[src/rtl/spf_pkg.sv]
// ----------------------------------------------------------------------------
// spf_pkg
// Shared types and codes of the scanline polygon fill block.
// ----------------------------------------------------------------------------
package spf_pkg;

	localparam int DEF_MAX_VERTICES = 32;
	localparam int DEF_FRAC_BITS    = 4;
	localparam int MAX_RESULTS      = 32;

	localparam logic [1:0] FUNC_APPEND = 2'd0;
	localparam logic [1:0] FUNC_FILL   = 2'd1;
	localparam logic [1:0] FUNC_CLEAR  = 2'd2;

	localparam logic [1:0] ST_OK   = 2'd0;
	localparam logic [1:0] ST_FULL = 2'd1;
	localparam logic [1:0] ST_WIN  = 2'd2;

	localparam logic [1:0] REG_CLIP_LEFT   = 2'd0;
	localparam logic [1:0] REG_CLIP_TOP    = 2'd1;
	localparam logic [1:0] REG_CLIP_RIGHT  = 2'd2;
	localparam logic [1:0] REG_CLIP_BOTTOM = 2'd3;

	// one sorted crossing; dir 1 is +1, dir 0 is -1
	typedef struct packed {
		logic              valid;
		logic              dir;
		logic signed [11:0] x;
	} spf_item_t;

	// command broadcast to every cell of the sort chain
	typedef struct packed {
		logic              clear;
		logic              insert;
		logic              shift;
		logic              ins_dir;
		logic signed [11:0] ins_x;
	} spf_ctl_t;

endpackage

[src/rtl/spf_cell.sv]
// ----------------------------------------------------------------------------
// spf_cell
// One slot of the insertion-sort chain: holds a crossing, shifts right on
// insert when larger than the new x, shifts left on pop.
// ----------------------------------------------------------------------------
module spf_cell import spf_pkg::*; (
	input  logic      clk,
	input  logic      arst_n,
	input  spf_ctl_t  ctl,
	input  spf_item_t left,
	input  logic      left_gt,
	input  spf_item_t right,
	output spf_item_t q,
	output logic      gt
);

	spf_item_t item_q;

	assign q  = item_q;
	assign gt = item_q.valid && ($signed(item_q.x) > $signed(ctl.ins_x));

	always_ff @(posedge clk or negedge arst_n) begin
		if (!arst_n) begin
			item_q <= '0;
		end else if (ctl.clear) begin
			item_q.valid <= 1'b0;
		end else if (ctl.insert) begin
			if (left_gt) begin
				item_q <= left;
			end else if (left.valid && (gt || !item_q.valid)) begin
				item_q <= '{valid: 1'b1, dir: ctl.ins_dir, x: ctl.ins_x};
			end
		end else if (ctl.shift) begin
			item_q <= right;
		end
	end

endmodule

[config.mk]
export PLATFORM = sky130hd
export DESIGN_NAME = spf_cell
export DESIGN_NICKNAME = d
export VERILOG_FILES = /design/src/rtl/spf_pkg.sv /design/src/rtl/spf_cell.sv
export SDC_FILE = /design/constraint.sdc
export NUM_CORES = 1
export LEC_CHECK = 0
export ABC_CLOCK_PERIOD_IN_PS = 2400
export BUFFER_PORTS_ARGS = -buffer_cell sky130_fd_sc_hd__clkbuf_2
export CORE_MARGIN = 2
export CORE_UTILIZATION = 45
export DETAILED_ROUTE_END_ITERATION = 10
export PLACE_DENSITY_LB_ADDON = 0.3
export SLEW_MARGIN = 10
export SYNTH_ARGS = -nofsm -noshare
export SYNTH_HDL_FRONTEND = slang
export SYNTH_SLANG_ARGS = --single-unit
[constraint.sdc]
create_clock -name clk -period 2.4 [get_ports clk]
set_input_delay 0.48 -clock clk [delete_from_list [all_inputs] [get_ports clk]]
set_output_delay 0.48 -clock clk [all_outputs]
set_load 0.1 [all_outputs]
# Word level (Yosys, flattened, before mapping)
# Index checks and enable logic that the tools add are counted.
# Widths: inputs -> output; s select.
[op_classes]
n_lt_le_gt_ge = 1
n_eq_ne = 2
muxes = 5
bitwise = 1
n_reduce_logical = 8
[ops]
columns = ["operator", "count"]
rows = [
  ["$mux 14", 4],
  ["$gt 12x12->1", 1],
  ["$ne 4x1->1 const B", 1],
  ["$ne 3x1->1 const B", 1],
  ["$reduce_and 3->1", 1],
  ["$reduce_bool 3->1", 1],
  ["$logic_and 1x1->1", 2],
  ["$reduce_and 2->1", 1],
  ["$reduce_bool 2->1", 1],
  ["$logic_not 1->1", 1],
  ["$logic_or 1x1->1", 1],
  ["$mux 1", 1],
  ["$not 1->1", 1],
]
[word_totals]
reg_bits = 14
input_bits = 47
output_inout_bits = 15
word_cells = 20

# Logic depth before layout (Yosys ltp)
[logic_depth]
ltp_word = 8
mapped_depth = 9
ltp_nobuf = 8

# Worst setup path after synthesis
# OpenSTA, ideal clock, no wires.
[synth_timing]
path_type = "register to output"
start = "register item_q (netlist bit q[11])"
end = "output port gt"
t_arrival_ps = 2608
required_ps = 1920
setup_slack_ps = -688
path_stages_with_launch = 7
path_buffers = 0
path_cell_list = "dfrtp_1 > ha_1 > nand4_1 > nor3_2 > o2bb2ai_1 > nand4_1 > o2111a_1"
[synth_via]
elab_chain_len = 2
[synth_rtl]
columns = ["element", "line", "rtl"]
rows = [
  ["from (decl)", "spf_cell.sv:17", "spf_item_t item_q;"],
  ["from (signal assigned)", "spf_cell.sv:29", "item_q <= left;"],
  ["from (signal assigned)", "spf_cell.sv:31", "item_q <= '{valid: 1'b1, dir: ctl.ins_dir, x: ctl.ins_x};"],
  ["from (signal assigned)", "spf_cell.sv:34", "item_q <= right;"],
  ["$gt 12x12->1", "spf_cell.sv:20", "assign gt = item_q.valid && ($signed(item_q.x) > $signed(ctl.ins_x));"],
  ["$logic_and 1x1->1", "spf_cell.sv:20", ""],
  ["to (decl)", "spf_cell.sv:14", "output logic gt"],
]
# Every way passes these cells.

# Final worst setup path
[layout_timing]
start = "register item_q (netlist bit q[8])"
end = "output port gt"
# The elaborated chain is that of the path after synthesis.

==> flow_summary.toml <==
[status]
outcome = "finished with violations"
violations = "setup timing"

[clocking]
cts_buffers = 3
cts_sinks = 14
cts_hold_buf = 0
cts_tree = "built"
clk_pin_slew_ns = 0.08
root_buffer = "clkbuf_4"
worstSkewPairLatency_ns = 0.29
cts_buffer_depth = 2
htree_levels = 1

[layout]
final_nets = 258
final_cell_area_um2 = 1800
largest_reg_flops = 14
final_cells = 227
antennaDiodeCount = 0
syn_to_final_growth_pct = 46.39
drive_gt1_share_pct = 55.84

[power]
power_density_nw_per_um2 = 781.1
p_leak_nw = 0.9267
total_power_w = 0.001406
ir_drop_v = 0.0006283

[logic_synthesis]
synth_cells = 130
yosysWarnings = 0
synth-seq-cells = 14
yosysSeqAreaShare_pct = 28.48
avgSynthCellArea_um2 = 9.461
synth_top_flop_cell = "dfrtp_1"
synth_edf_count = 0
yosysUniqueCellTypes = 30
synthArstFlopShare_pct = 100.0
synth_area_um2 = 1230
syn-num-nets = 189

[placement]
place_area_um2 = 1710
port_buffers = 61
dp_hpwl_um = 2581
gp_congestion = 0.8201
dp_cells = 220

[worst_setup_path]
cp.arrival_ns = 2.04
cp_cell_sequence = "ha_4 > nand4_1 > nor3_2 > o2bb2ai_2 > nand4_1 > o2111a_2 > buf_12"
worst-path-max-fanout = 4
cp_top_family = "flip-flops"
critPathSlowestCell = "dfrtp_4"
worst_setup_path_start_kind = "flop"
crit_required_ns = 1.92
critPathMaxStageDelay_ns = 0.51
crit_top_cell = "nand4_1"
crit_path_end_kind = "output port"
path_buf_inv = 1
path_class = "reg -> out"

[sta]
setup_tns_ns = -0.1224
worst_slack_ns = -0.1224
hold_viol_final = 0
fmax_mhz = 396.4
max-slew-margin-rel_pct = 63.54
layout_min_cycle_time_ns = 2.522
rsz0062_at_grt = "true"
drv_slew = 0
finalHoldWorstSlack_ns = 0.08928
fin_crit_sh_pct = 105.1
tightestPinTransition_ns = 0.5492
finalClockSkew_ns = 0.001733
setup_viol = 1

[detailed_routing]
ant_nets = 0
avgRoutedWirePerCell_um = 14.15
via_per_inst = 5.220
wirelength_um = 3212
drt_iter0_drc = 13
drc_errors = 0
num_vias = 1185
drtPass1Iterations = 3

[floorplan]
coreArea_um2 = 2545
start_util_pct = 48.33
num_rows = 18
die_w_um = 56.28
die_h_um = 56.28
die-area_um2 = 3167
io_pins = 62

[global_route]
grt_overflow_total = 0
grt_pass1_vias = 1271
grt_max_degree = 17
grt_pass1_wl_um = 5395
grt_antenna_before_repair = 0
grt_use_total_pct = 21.49

[job]
cap_viol_max_count = 0

[hold_path]
hold_class = "in -> async"
[cell usage after synthesis, types with 2 or more instances]
cell | number | area share [%]
a21oi_1 | 16 | 6.5
nor2_1 | 15 | 4.6
dfrtp_1 | 14 | 28
mux2i_1 | 14 | 11
ha_1 | 12 | 12
inv_1 | 12 | 3.7
mux2_4 | 9 | 11
nand2_1 | 6 | 1.8
clkbuf_1 | 4 | 1.2
mux2_2 | 3 | 2.7
nand2b_1 | 3 | 1.5
nand4_1 | 2 | 1.0
nor3b_1 | 2 | 1.2
o21ai_0 | 2 | 0.81
[metrics by stage]
step,util (%),setup WS [ns]
2_1_floorplan,-,0.01096
3_5_place_dp,67.21,-0.03464
4_1_cts,68.09,-0.1296
3_3_place_gp,67.21,0.05824
6_report,70.75,-0.1224
5_1_grt,70.75,-0.2487
[worst paths after layout]
| kind | from | end | slack [ns] | cells after the start |
|---|---|---|---|---|
| setup / recovery | q[8] | gt | -0.12 | 7 |
| hold / removal | arst_n | q[0] | 0.09 | 1 |
| setup reg to reg | q[8] | q[3] | 0.02 | 9 |
| hold reg to reg | q[12] | q[12] | 0.53 | 1 |
| max in group asynchronous | arst_n | q[4] | 2.01 | 1 |
| min in group clk | ctl[15] | q[13] | 0.39 | 2 |
[layout make-up]
cell class,count,area [um2]
clock buffers,3,22.52
fillers,222,744.5
inverters,12,45.04
multi-input cells,98,908.4
flip-flops and latches,14,387.9
well taps,30,37.54
repair buffers,70,399.1
[layout by cell type (no fill, tap or decap), drive strengths merged]
master   netlist  routed
a31oi          1       1
o22a           1       1
nand4          2       2
mux2          12      12
nor3           2       2
inv           12      12
and3           1       1
nor3b          2       2
o2111a         1       1
a21oi         16      16
o21ai          2       2
o211ai         1       1
mux2i         14      14
nor2b          1       1
ha            12      12
nand2          6       6
buf            2      10
nor2          15      15
a21o           1       1
o2bb2ai        1       1
nand3          1       1
dfrtp         14      14
clkbuf         4      63
nand2b         3       3
o22ai          1       1
a211oi         1       1
and4           1       1
[where the power goes]
group	internal (W)	switching [W]
combinational	0.000284	0.000608
sequential	0.000314	0.0000609
clock	0.0000584	0.0000810
[routing by layer]
layer	part of all wire, %	global-route usage, %	wire, um	up-vias
met4	1.9	6.122	62	0
met2	53	42.69	1712	39
met3	4.7	2.995	151	7
met5	0	0	0	-
met1	40	23.12	1286	541
li1	-	-	-	598
[what timing repair did]
item                       CTS  global route
pin swaps                    0             4
setup endpoints to repair    1            13
gates resized for setup      0             8
buffers inserted             0             4
[kinds of logic after synthesis]
kind of cell,synth area share [%]
and+or+nand+nor,13.53
AOI/OAI and AO/OA,13.73
buffers and inverters,6.917
DFF,28.48
muxes,25.13
adders and majority gates,12.21
No activity file was read; power rests on OpenSTA's default activity.
