### src/rtl/spf_pkg.sv
// ----------------------------------------------------------------------------
// spf_pkg
// Shared types and codes of the scanline polygon fill block.
// ----------------------------------------------------------------------------
package spf_pkg;

	localparam int DEF_MAX_VERTICES = 32;
	localparam int DEF_FRAC_BITS    = 4;
	localparam int MAX_RESULTS      = 32;

	localparam logic [1:0] FUNC_APPEND = 2'd0;
	localparam logic [1:0] FUNC_FILL   = 2'd1;
	localparam logic [1:0] FUNC_CLEAR  = 2'd2;

	localparam logic [1:0] ST_OK   = 2'd0;
	localparam logic [1:0] ST_FULL = 2'd1;
	localparam logic [1:0] ST_WIN  = 2'd2;

	localparam logic [1:0] REG_CLIP_LEFT   = 2'd0;
	localparam logic [1:0] REG_CLIP_TOP    = 2'd1;
	localparam logic [1:0] REG_CLIP_RIGHT  = 2'd2;
	localparam logic [1:0] REG_CLIP_BOTTOM = 2'd3;

	// one sorted crossing; dir 1 is +1, dir 0 is -1
	typedef struct packed {
		logic              valid;
		logic              dir;
		logic signed [11:0] x;
	} spf_item_t;

	// command broadcast to every cell of the sort chain
	typedef struct packed {
		logic              clear;
		logic              insert;
		logic              shift;
		logic              ins_dir;
		logic signed [11:0] ins_x;
	} spf_ctl_t;

endpackage

### src/rtl/spf_xcalc.sv
// ----------------------------------------------------------------------------
// spf_xcalc
// Edge/row intersection: two registered products, a sum, then a restoring
// divide one quotient bit per cycle, truncated toward zero and saturated.
// ----------------------------------------------------------------------------
module spf_xcalc import spf_pkg::*; #(
	parameter int FRAC_BITS = DEF_FRAC_BITS,
	parameter int DRW       = ((12 + FRAC_BITS) > 16 ? (12 + FRAC_BITS) : 16) + 1
) (
	input  logic                  clk,
	input  logic                  arst_n,
	input  logic                  start,
	input  logic signed [15:0]    xi,
	input  logic signed [15:0]    yi,
	input  logic signed [15:0]    xj,
	input  logic signed [15:0]    yj,
	input  logic signed [DRW-1:0] rowf,
	output logic                  done,
	output logic signed [11:0]    x
);

	localparam int P1W  = 33;
	localparam int P2W  = DRW + 17;
	localparam int NUMW = (P1W > P2W ? P1W : P2W) + 1;
	localparam int DVW  = 17 + FRAC_BITS;
	localparam int CW   = $clog2(NUMW);

	localparam logic [2:0] X_IDLE = 3'd0;
	localparam logic [2:0] X_M1   = 3'd1;
	localparam logic [2:0] X_M2   = 3'd2;
	localparam logic [2:0] X_SUM  = 3'd3;
	localparam logic [2:0] X_DIV  = 3'd4;
	localparam logic [2:0] X_OUT  = 3'd5;

	logic [2:0]            state_q;
	logic signed [16:0]    dy_q, dx_q;
	logic signed [15:0]    xi_q;
	logic signed [DRW-1:0] dr_q;
	logic signed [P1W-1:0] p1_q;
	logic signed [P2W-1:0] p2_q;
	logic [NUMW-1:0]       mag_q;
	logic [DVW-1:0]        dvs_q;
	logic [DVW:0]          rem_q;
	logic                  neg_q;
	logic [CW-1:0]         cnt_q;

	logic signed [NUMW-1:0] num;
	logic [16:0]            absdy;
	logic [DVW:0]           rem_sh;
	logic                   qbit;

	assign num    = NUMW'(p1_q) + NUMW'(p2_q);
	assign absdy  = dy_q[16] ? 17'(-dy_q) : 17'(dy_q);
	assign rem_sh = {rem_q[DVW-1:0], mag_q[NUMW-1]};
	assign qbit   = rem_sh >= {1'b0, dvs_q};

	always_ff @(posedge clk or negedge arst_n) begin
		if (!arst_n) begin
			state_q <= X_IDLE;
		end else begin
			case (state_q)
				X_IDLE: if (start) state_q <= X_M1;
				X_M1:   state_q <= X_M2;
				X_M2:   state_q <= X_SUM;
				X_SUM:  state_q <= X_DIV;
				X_DIV:  if (cnt_q == CW'(0)) state_q <= X_OUT;
				X_OUT:  state_q <= X_IDLE;
				default: state_q <= X_IDLE;
			endcase
		end
	end

	always_ff @(posedge clk) begin
		case (state_q)
			X_IDLE: begin
				dy_q <= 17'(yj) - 17'(yi);
				dx_q <= 17'(xj) - 17'(xi);
				xi_q <= xi;
				dr_q <= rowf - DRW'(yi);
			end
			X_M1: p1_q <= P1W'(xi_q) * P1W'(dy_q);
			X_M2: p2_q <= P2W'(dr_q) * P2W'(dx_q);
			X_SUM: begin
				neg_q <= num[NUMW-1] ^ dy_q[16];
				mag_q <= num[NUMW-1] ? NUMW'(-num) : NUMW'(num);
				dvs_q <= DVW'(absdy) << FRAC_BITS;
				rem_q <= '0;
				cnt_q <= CW'(NUMW - 1);
			end
			X_DIV: begin
				rem_q <= qbit ? (rem_sh - {1'b0, dvs_q}) : rem_sh;
				mag_q <= {mag_q[NUMW-2:0], qbit};
				cnt_q <= cnt_q - CW'(1);
			end
			default: ;
		endcase
	end

	always_comb begin
		if (neg_q && (mag_q > NUMW'(2048))) begin
			x = -12'sd2048;
		end else if (!neg_q && (mag_q > NUMW'(2047))) begin
			x = 12'sd2047;
		end else if (neg_q) begin
			x = 12'(-mag_q[11:0]);
		end else begin
			x = mag_q[11:0];
		end
	end

	assign done = (state_q == X_OUT);

endmodule

### config.mk
export PLATFORM = sky130hd
export DESIGN_NAME = spf_xcalc
export DESIGN_NICKNAME = d
export VERILOG_FILES = /design/src/rtl/spf_pkg.sv /design/src/rtl/spf_xcalc.sv
export SDC_FILE = /design/constraint.sdc
export NUM_CORES = 2
export LEC_CHECK = 0
export ABC_CLOCK_PERIOD_IN_PS = 6500
export BUFFER_PORTS_ARGS = -buffer_cell sky130_fd_sc_hd__clkbuf_2
export CAP_MARGIN = 20
export CORE_MARGIN = 4
export CORE_UTILIZATION = 33
export DETAILED_ROUTE_END_ITERATION = 8
export PLACE_DENSITY = 0.55
export REMOVE_ABC_BUFFERS = 1
export SKIP_LAST_GASP = 1
export SLEW_MARGIN = 20
export SYNTH_ARGS = -nofsm -noshare
export SYNTH_HDL_FRONTEND = slang
export SYNTH_SLANG_ARGS = --single-unit
### constraint.sdc
create_clock -name clk -period 6.5 [get_ports clk]
set_clock_uncertainty 0.05 [all_clocks]
set_input_delay 0.975 -clock clk [delete_from_list [all_inputs] [get_ports clk]]
set_output_delay 0.975 -clock clk [all_outputs]
set_load 0.1 [all_outputs]
# == After elaboration in Yosys (flattened, before gate mapping) ==
# Cells that the tools add are included.
# word_totals
inputBits,84
register_bits,217
output_inout_bits,13
# op_classes
bitwise_logic,1
n_reduce_logical,7
muxes,12
order_cmp,3
multipliers,2
eq_ne,7
add_sub_neg,9
# op_table
operator,n
one-hot mux 35 bit (2 select lines),1
one-hot mux 21 bit (2 select lines),1
two-way mux 12 bit,3
adder 33 x 34 -> 35 bit,1
> comparator 35 x 11 -> 1 bit (second input constant),1
> comparator 35 x 12 -> 1 bit (second input constant),1
two-way mux 35 bit,1
negator 35 bit,1
multiplier 17 x 17 -> 34 bit,1
subtractor 16 x 16 -> 17 bit,2
multiplier 16 x 17 -> 33 bit,1
greater-or-equal comparator 22 x 21 -> 1 bit,1
two-way mux 21 bit,1
subtractor 21 bit,1
negator 17 bit,1
subtractor 17 x 16 -> 17 bit,1
two-way mux 16 bit,1
one-hot mux 3 bit (5 select lines),1
negator 12 bit,1
one-hot mux 6 bit (2 select lines),1
== test 3 x 2 -> 1 bit (second input constant),2
== test 3 bit (second input constant),2
logical NOT 6 bit,1
two-way mux 3 bit,2
9 further kinds,11

# == Logic depth before layout (Yosys ltp) ==
# depth
ltp_word,4
mapped_depth,27
mapped_depth_nobuf,25

# == Least setup slack after synthesis ==
# No wires, ideal clock.
# synth_path
path_kind,register to register
from,register dy_q[16]
to,"register p1_q[31], data pin"
slack_ns,-0.169
period_less_slack_ns,6.669
arrival_ns,6.357
required_ns,6.188
stages_incl_launch_ff,26
path_cell_list,edfxtp_1 -> clkbuf_1 -> clkbuf_1 -> nand2_1 -> inv_1 -> fa_1 -> inv_1 -> fa_1 -> inv_1 -> fa_1 -> fa_1 -> fa_1 -> inv_1 -> fa_1 -> inv_1 -> ha_1 -> a21o_1 -> a21o_1 -> a21o_1 -> a21o_1 -> a21oi_1 -> a21boi_0 -> or3_1 -> a31oi_1 -> a21oi_1 -> xor2_1
# synth_via
elab_chain_cells,1
# synth_rtl
item,line_no,rtl
from (decl),spf_xcalc.sv:36,"logic signed [16:0] dy_q, dx_q;"
from (signal assigned),spf_xcalc.sv:76,dy_q <= 17'(yj) - 17'(yi);
multiplier 16 x 17 -> 33 bit,spf_xcalc.sv:81,X_M1: p1_q <= P1W'(xi_q) * P1W'(dy_q);
to (signal assigned),spf_xcalc.sv:81,
to (decl),spf_xcalc.sv:39,logic signed [P1W-1:0] p1_q;
# Every way passes these cells.
# A chain may end at the register's enable or synchronous reset.

# == Final worst setup path ==
# layout_path
from,register dx_q[7]
to,"register p2_q[33], data pin"
# layout_via
elab_chain_cells,1
# layout_rtl
item,line_no,rtl
from (decl),spf_xcalc.sv:36,
from (signal assigned),spf_xcalc.sv:77,dx_q <= 17'(xj) - 17'(xi);
multiplier 17 x 17 -> 34 bit,spf_xcalc.sv:82,X_M2: p2_q <= P2W'(dr_q) * P2W'(dx_q);
to (signal assigned),spf_xcalc.sv:82,
to (decl),spf_xcalc.sv:40,logic signed [P2W-1:0] p2_q;
# Every way passes these cells.

==> impl_results.md <==
* Post-layout instance area at 0.0404 mm^2
* Placeable Area at 0.105 mm^2
* Sequential-to-total area share from yosys stat at 0.186
* Tot GR Track Use at 0.157
* RePlAce Congestion at between 0.8 and 0.9
* CTS tree: yes
* DP Area at 0.0387 mm^2
* Top Family by Delay on Critical Path: adder cells
* Critical path's most frequent cell: fa_1
* Slew HR at 0.274
* Starting Density at 0.332
* Post-route insts no fill at between 5000 and 6000
* Multi-input logic area at ~0.026 mm^2
* Max cap viols at 0
* Placed instance count at 5303
* Drt first pass iters at 5
* Worst hold slack at 0.136 ns
* Yosys reg bits at about 220
* Htree depth at 1
* Clock sinks at around 220
* Fin crit period at between 6 and 7 ns
* Inserted Clock Buffers at 29
* Die area at approximately 0.11 mm^2
* I/O pin total at 97
* Final number of setup-violating endpoints at 0
* Final wirelength at ~86000 um
* Routed Antenna Nets at 0
* Synth cell types at slightly below 80
* Final Util at 0.385
* Slew @ Worst Pin at 1.09 ns
* Tcrit/Tclk final at 0.982
* # fillers at between 10000 and 15000
* Critical path peak fanout at 7
* Tightest Hold Check Type: in2async
* Asr flop ratio synth at 0.0138
* Area Overhead vs Synth at 15.9%
* DR vias at approximately 25000
* Syn. warnings at 0
* Max Freq at 157 MHz
* CP Launch Type: register
* Worst-path clk slew at 0.07 ns
* Slew Viols, Final at 0
* Syn Inst Count at about 3700
* CP Cell Sequence: buf_6 -> buf_6 -> and2_4 -> fa_1 -> inv_2 -> fa_1 -> fa_1 -> inv_2 -> fa_1 -> fa_1 -> inv_1 -> fa_1 -> inv_2 -> ha_4 -> and2_1 -> a31oi_1 -> a31oi_1 -> buf_4 -> a32oi_4 -> a211oi_2 -> o21a_1 -> o21a_1 -> nor4_2 -> a311oi_1
* Commonest non-fill, non-tap cells in the layout: inv_1, fa_1, nand2_1, and2_1, buf_4
* Per-cell routed wire length at 15.9 um
* Most common cell after layout, fill and taps aside: inv_1
* CTS max path bufs at 3
* Initial antenna violation count at 2
* Data required time of the critical path at around 6.8 ns
* Critical path's slowest cell: fa_1
* Vias in the first global route at approximately 26000
* Synthesized area at around 0.035 mm^2
* Fin. Hold Viols at 0
* Largest net degree at the start of global routing at just under 80
* Clk_lat worst skew at approximately 0.60 ns
* RSZ-0062 raised after global routing: yes
* Worst EP arrival at around 6.6 ns
* Slowest cell delay on critical path at between 0.5 and 0.6 ns
* FP Rows at roughly 120
* First-pass GRT wire length at ~140000 um
* Die X at roughly 330 um
* Kind of critical path: reg2reg
* Primary FF master, synth: edfxtp_1
* Crit path capture type: register
* Share of cells above drive strength 1 at 0.139
* Post-DP HPWL at around 74000 um
* Syn_area_per_cell at between 9 and 10 um^2
* NumNets Final at 4917
* Detailed router's first-iteration violation count at roughly 1300
* Die Y at ~330 um
* DRC at 0
* Port Buffers at 96
* Root Buffer: clkbuf_16
* Outcome: completed
* Grt total ovfl at 0
* Vias/cell at approximately 4.7
* Reg area at about 0.0065 mm^2
* Number of synthesized flops with an enable pin at ~210
* Critical path buffers and inverters at 7
[Yosys cell counts, drive strengths merged (14+ instances only)]
library cell	instances	share of area
nor2b	35	0.0063
xnor2	142	0.036
a211oi	21	0.0047
nand2b	16	0.0029
inv	758	0.082
nand3	37	0.0053
nor2	192	0.021
nand4	14	0.0025
o21ai	92	0.013
a21boi	21	0.0045
fa	577	0.33
o21a	19	0.0041
a21o	42	0.0090
nand2	350	0.038
edfxtp	214	0.18
a21oi	143	0.021
o21bai	17	0.0037
a31oi	19	0.0034
or3	16	0.0029
ha	274	0.098
mux2i	14	0.0040
clkbuf	117	0.013
nor3	47	0.0067
o31ai	17	0.0037
and3	23	0.0041
xor2	41	0.010
and2	297	0.053
[worst paths after layout]
path	start	end	slack [ns]	depth (start not counted)
min	arst_n	state_q[1]$_DFFE_PN0P_	0.14	1
max reg2reg	dx_q[7]$_DFFE_PN_	p2_q[33]$_DFFE_PP_	0.12	24
min reg2reg	rem_q[0]$_SDFFCE_PN0P_	rem_q[1]$_SDFFCE_PN0P_	0.50	1
max	dx_q[7]$_DFFE_PN_	p2_q[33]$_DFFE_PP_	0.12	24
min in group clk	rem_q[0]$_SDFFCE_PN0P_	rem_q[1]$_SDFFCE_PN0P_	0.50	1
max in group asynchronous	arst_n	state_q[0]$_DFFE_PN0P_	6.15	1
[per-layer routing]
metal,global-route usage,vias to the layer above,routed length (um)
met5,0,-,0
met4,0.0246,0,1420
met3,0.0142,85,2780
met2,0.273,421,41400
met1,0.218,12500,40300
li1,-,12200,-
[sequential cells by signal, indices dropped and copies added (netlist names)]
| register | cells |
|---|---|
| mag_q | 35 |
| p2_q | 34 |
| p1_q | 33 |
| rem_q | 21 |
| dr_q | 17 |
| dvs_q | 17 |
| dx_q | 17 |
| dy_q | 17 |
| xi_q | 16 |
| cnt_q | 6 |
| state_q | 3 |
| neg_q | 1 |
[per-stage QoR]
stage | setup TNS [ns] | worst slack (ns)
floorplan | -0.515 | -0.262
global placement | -0.224 | -0.0950
detailed placement | -0.470 | -0.190
CTS | -0.00325 | -0.00172
global route | -0.452 | -0.176
finish | 0 | 0.115
[area by class of cell]
cell class	count	share of cell area
clock buffers	31	0.0181
multi-input cells	2584	0.631
inverters	758	0.0704
repair buffers	392	0.0713
well taps	1391	0.0430
diodes	1	0.0000619
clock inverters	23	0.00483
flip-flops and latches	217	0.161
[cells by family after synthesis]
group,synth area share
compound gates,0.0856
xor+xnor,0.0459
fa+ha+maj,0.429
buf+inv,0.0952
flops,0.186
mux,0.00541
simple gates,0.152
[timing repair]
item / 4_1_cts / 5_1_grt
hold buffers: 0 / 0
pin swaps: 50 / 91
setup buffers: 16 / 23
setup endpoints to repair: 6 / 17
endpoints found under the hold margin: 0 / 0
gates resized for setup: 46 / 85
Power is left out: the tool's default activity adds up to more than one toggle a clock period on the data nets, which glitch-free logic cannot reach.
